<file path="src/hw/rtl/rte_pkg.sv">
// Package: widths, codes and shared types of the tree extend core.
package rte_pkg;
	localparam int CoordW = 24;
	localparam int StepW = 23;
	localparam int IdxW = 10;
	localparam int CfgIdxW = 3;
	localparam int DefNodeCapacity = 1024;
	localparam int DiffW = 25;
	localparam int SqW = 50;
	localparam int SumW = 52;
	localparam int RadW = 64;
	localparam int RootW = 32;
	localparam int NumW = 55;
	localparam int QuoW = 56;

	typedef enum logic [1:0] {
		ST_ADDED   = 2'd0,
		ST_FULL    = 2'd1,
		ST_ZERO    = 2'd2,
		ST_RESTART = 2'd3
	} status_t;

	localparam logic [CfgIdxW-1:0] REG_STEP = 3'd0;
	localparam logic [CfgIdxW-1:0] REG_THR = 3'd1;
	localparam logic [CfgIdxW-1:0] REG_SX = 3'd2;
	localparam logic [CfgIdxW-1:0] REG_SY = 3'd3;
	localparam logic [CfgIdxW-1:0] REG_SZ = 3'd4;
	localparam logic [CfgIdxW-1:0] REG_GX = 3'd5;
	localparam logic [CfgIdxW-1:0] REG_GY = 3'd6;
	localparam logic [CfgIdxW-1:0] REG_GZ = 3'd7;

	typedef struct packed {
		logic root_wr;
		logic scan_start;
		logic scan_step;
		logic sqrt_start;
		logic sqrt_step;
		logic div_start;
		logic div_step;
		logic div_next_axis;
		logic node_wr;
		logic goal_start;
		logic load_out;
		logic [1:0] out_status;
	} rte_cmd_t;

	typedef struct packed {
		logic is_restart;
		logic full;
		logic scan_last;
		logic zero_dir;
		logic sqrt_done;
		logic div_done;
		logic div_last_axis;
		logic goal_done;
	} rte_stat_t;
endpackage

</file>
<file path="src/hw/rtl/rte_ctrl.sv">
// Controller state machine of the tree extend core.
module rte_ctrl import rte_pkg::*; (
	input  logic      clk,
	input  logic      arst_n,
	input  logic      in_valid,
	output logic      in_ready,
	output logic      out_valid,
	input  logic      out_ready,
	input  rte_stat_t stat,
	output rte_cmd_t  cmd
);
	typedef enum logic [9:0] {
		S_IDLE  = 10'b0000000001,
		S_DEC   = 10'b0000000010,
		S_SCAN  = 10'b0000000100,
		S_LAST  = 10'b0000001000,
		S_CHECK = 10'b0000010000,
		S_SQRT  = 10'b0000100000,
		S_DIV   = 10'b0001000000,
		S_WR    = 10'b0010000000,
		S_GOAL  = 10'b0100000000,
		S_OUT   = 10'b1000000000
	} state_t;

	state_t state_q, state_d;

	assign in_ready = (state_q == S_IDLE);
	assign out_valid = (state_q == S_OUT);

	always_comb begin
		state_d = state_q;
		cmd = '0;
		unique case (state_q)
			S_IDLE: begin
				if (in_valid) state_d = S_DEC;
			end
			S_DEC: begin
				if (stat.is_restart) begin
					cmd.root_wr = 1'b1;
					cmd.load_out = 1'b1;
					cmd.out_status = ST_RESTART;
					state_d = S_OUT;
				end else if (stat.full) begin
					cmd.load_out = 1'b1;
					cmd.out_status = ST_FULL;
					state_d = S_OUT;
				end else begin
					cmd.scan_start = 1'b1;
					state_d = S_SCAN;
				end
			end
			S_SCAN: begin
				cmd.scan_step = 1'b1;
				if (stat.scan_last) state_d = S_LAST;
			end
			S_LAST: begin
				cmd.scan_step = 1'b1;
				state_d = S_CHECK;
			end
			S_CHECK: begin
				if (stat.zero_dir) begin
					cmd.load_out = 1'b1;
					cmd.out_status = ST_ZERO;
					state_d = S_OUT;
				end else begin
					cmd.sqrt_start = 1'b1;
					state_d = S_SQRT;
				end
			end
			S_SQRT: begin
				cmd.sqrt_step = 1'b1;
				if (stat.sqrt_done) begin
					cmd.div_start = 1'b1;
					state_d = S_DIV;
				end
			end
			S_DIV: begin
				cmd.div_step = 1'b1;
				if (stat.div_done) begin
					if (stat.div_last_axis) state_d = S_WR;
					else cmd.div_next_axis = 1'b1;
				end
			end
			S_WR: begin
				cmd.node_wr = 1'b1;
				cmd.goal_start = 1'b1;
				state_d = S_GOAL;
			end
			S_GOAL: begin
				if (stat.goal_done) begin
					cmd.load_out = 1'b1;
					cmd.out_status = ST_ADDED;
					state_d = S_OUT;
				end
			end
			S_OUT: begin
				if (out_ready) state_d = S_IDLE;
			end
			default: state_d = S_IDLE;
		endcase
	end

	always_ff @(posedge clk or negedge arst_n) begin
		if (!arst_n) state_q <= S_IDLE;
		else state_q <= state_d;
	end
endmodule

</file>
<file path="config.mk">
export PLATFORM = sky130hd
export DESIGN_NAME = rte_ctrl
export DESIGN_NICKNAME = d
export VERILOG_FILES = /design/src/hw/rtl/rte_pkg.sv /design/src/hw/rtl/rte_ctrl.sv
export SDC_FILE = /design/constraint.sdc
export NUM_CORES = 1
export LEC_CHECK = 0
export BUFFER_PORTS_ARGS = -buffer_cell sky130_fd_sc_hd__buf_2
export CELL_PAD_IN_SITES_DETAIL_PLACEMENT = 1
export CELL_PAD_IN_SITES_GLOBAL_PLACEMENT = 1
export CORE_UTILIZATION = 34
export CTS_CLUSTER_SIZE = 25
export DETAILED_ROUTE_END_ITERATION = 10
export GPL_TIMING_DRIVEN = 0
export PLACE_DENSITY = 0.85
export SLEW_MARGIN = 25
export SYNTH_ARGS = -nofsm -noshare
export SYNTH_HDL_FRONTEND = slang
export SYNTH_SLANG_ARGS = --single-unit
</file>
<file path="constraint.sdc">
create_clock -name clk -period 1.6 [get_ports clk]
set_input_delay 0.24 -clock clk [delete_from_list [all_inputs] [get_ports clk]]
set_output_delay 0.24 -clock clk [all_outputs]
set_load 0.01 [all_outputs]
</file>
==> flow_summary.ini <==
[cells_and_area]
top_regs = state_q (10)
syn_to_final_growth_pct = 88.06
finalInstanceArea_um2 = 1360
diodes = 0
utilization = 0.6862
drive_above_1_share = 0.6738
nets = 154
largest_reg_flops = 10
regMostFlops = state_q
fill_cells = 220

[sta]
hold_violations = 0
fin_crit_sh = 1.341
worst_pin_slew_ns = 0.3978
setup_viol = 23
setup_slack_ns = -0.5451
clock.fmax_ghz = 0.4662
slew_viol_final = 0
skew_ns = 0.003952
slew_headroom = 0.7328
grt_setup_unrepaired = yes
fin_crit_ns = 2.145

[routing]
drt.antenna.violating_nets = 0
drc = 0
wl_mm = 3.745
vias_per_cell = 5.583
wl_per_cell_um = 22.29
vias = 938
drt-pass1-iter-count = 4
drt_iter0_drc = 25

[pwr]
intPower_uw = 1000
p_sw_uw = 698.0
p_clk_frac = 0.151
p_seq_frac = 0.232
peakVddDrop_mv = 0.9644
p_leak_uw = 0.0006816
finalPower_uw = 1698
p_sw_frac = 0.4111
powerDensity_nw_per_um2 = 1249
combPwrFrac = 0.617

[placement]
place_area_um2 = 915.9
gp_congestion = 0.8423
dp_hpwl_mm = 1.592
preCtsSetupSlack_ns = -0.4386
io_buffers = 26

[outcome]
status = finished, violations left
violations = negative setup slack

[cts]
cts_tree = yes
root_buffer = clkbuf_4
insertion_delay_ns = 0.29
cts_htree_levels = 1
clk_pin_slew_worst_paths_ns = 0.08
clockBufferDepth = 2
cts_buffers = 3
clock-sinks = 10

[die]
chipHeight_um = 48.12
start_util = 0.3649
die_w_um = 48.12
rows = 16
io_pins = 27
coreArea_um2 = 1982
die-area_um2 = 2316

[critical_path]
reg2reg_to = state_q[0]
reg2reg_slack_ns = -0.30
path_cells = nor4_4, and2_4, nand4b_1, o211ai_2, buf_2
slowest_stage = dfrtp_2
crit_type = reg2out
worst_ep_required_time_ns = 1.36
startpoint_type = flop
worstPathMaxFanout = 4
end_kind = output pin
cp_top_family = simple AND/OR/NAND/NOR gates
cp.arrival_ns = 1.91
rr_startpoint = state_q[0]
slowest_delay_ns = 0.45
worst-path-buf-inv = 1
rr_worst_depth = 8

[global_route]
grt.total_usage = 0.3135
grt_max_degree = 11
overflow = 0
first_global_vias = 882
antenna_found_initial = 0
grt_pass1_wl_mm = 4.567

[yosys]
synthesis.area_um2 = 723.2
postSynthAreaPerCell_um2 = 9.392
ys_types = 35
synth_nets = 89
ys_ff_latch = 10
synth-seq-area-share = 0.3478
syn_inst = 77
ys_warn_count = 0

[run]
cap_violations = 0

[hold_path]
hold_path.class = in2reg
hold_end = state_q[0]
min_delay_path_depth = 2
worstHoldStart = in_valid
==> worst register-to-register path, cell delays in order (launching register included) <==
cell and delay [ns]:
dfstp_2 0.61, nor4_4 0.07, buf_4 0.16, buf_4 0.14, nand2_4 0.06, a21oi_2 0.04, buf_4 0.13, or4_1 0.50
o22ai_1 0.13
==> power by group through the flow <==
stage               sequential [uW]  clock, uW  combinational [uW]
floorplan                       350          0                 369
global placement                361          0                 490
detailed placement              362          0                 507
CTS                             382        254                 808
global route                    395        269                1100
finish                          393        257                1050
==> what timing repair did <==
action                                  4_1_cts  5_1_grt
hold buffers                                  1        0
buffers inserted                             21       13
pin swaps                                    14       10
endpoints found under the setup margin       24       23
endpoints found under the hold margin         9        0
gates resized for setup                      23       15
==> layer usage <==
layer | GRT usage | vias to the layer above | part of all wire
li1 | - | 415 | -
met1 | 0.3471 | 461 | 0.38
met2 | 0.5541 | 48 | 0.53
met3 | 0.05926 | 14 | 0.053
met4 | 0.1889 | 0 | 0.036
met5 | 0 | - | 0
==> cell usage in the layout, fill, tap and decap left out, drive strengths merged <==
cell and count:
o21bai 1, a21oi 1, o21ai 5, nand3 3, nand2b 6, o31a 1, dlygate4sd3 1, nand4b 2
o21a 1, inv 6, o22ai 1, o211ai 1, nor2 5, xor2 1, and4b 1, dfstp 1
nand2 2, nor4 6, and2 3, xnor2 1, nor3b 6, nor3 3, or4 1, nand3b 2
and2b 1, a21o 2, and4 1, dfrtp 9, and3 1, clkbuf 4, buf 60, o2111ai 2
==> per-stage QoR <==
stage / instances / hold WS [ns] / setup TNS, ns
floorplan: 77 / -0.05559 / 0
global placement: 130 / 0.1215 / -2.672
detailed placement: 130 / 0.1261 / -3.741
CTS: 156 / 0.1352 / -5.086
global route: 168 / 0.1298 / -8.931
finish: 168 / 0.1367 / -7.211
==> synthesized netlist by cell type, drive strengths merged <==
master / count / area [um2]
o21ai: 5 / 25.02
nor3: 3 / 15.01
buf: 1 / 7.510
nand2b: 6 / 37.54
nor4: 6 / 71.32
xor2: 1 / 8.760
inv: 6 / 22.52
and3: 1 / 6.260
dfstp: 1 / 26.28
a21o: 2 / 15.01
o21bai: 1 / 7.510
o31a: 1 / 8.760
and4b: 1 / 10.01
dfrtp: 9 / 225.2
nand3: 3 / 15.01
a21oi: 1 / 8.760
o211ai: 1 / 12.51
nor2: 5 / 18.77
o21a: 1 / 7.510
and2: 3 / 18.77
and4: 1 / 8.760
o2111ai: 2 / 23.77
nand2: 2 / 10.01
xnor2: 1 / 8.760
and2b: 1 / 7.510
nor3b: 6 / 50.05
o22ai: 1 / 6.260
or4: 1 / 7.510
nand3b: 2 / 15.01
nand4b: 2 / 17.52
==> cell type report <==
cell class	count	area, um2	share of cell area
Buffer	1	7.507	0.005520
Clock buffer	4	36.28	0.02668
Inverter	6	22.52	0.01656
Multi-Input combinational cell	60	559.3	0.4112
Sequential cell	10	261.5	0.1923
Tap cell	27	33.78	0.02484
Timing Repair Buffer	60	439.2	0.3229
==> logic make-up after synthesis <==
| group | Yosys count | share of synthesized area |
|---|---|---|
| AOI/OAI and AO/OA | 15 | 0.1592 |
| DFF | 10 | 0.3478 |
| buffers and inverters | 7 | 0.04152 |
| xor gates and xnor gates | 2 | 0.02423 |
| and+or+nand+nor | 43 | 0.4274 |
==> how the worst max path moves through the flow <==
| stage | start | endpoint | cells after the start |
|---|---|---|---|
| after floorplan | state_q[7] | cmd[1] | 4 |
| after CTS | state_q[6] | cmd[2] | 5 |
| after global placement | state_q[8] | cmd[2] | 5 |
| final | state_q[6] | cmd[2] | 5 |
| after detailed placement | state_q[8] | cmd[2] | 5 |
| after global routing | state_q[6] | cmd[2] | 5 |
Power figures use the tool's default switching activity.
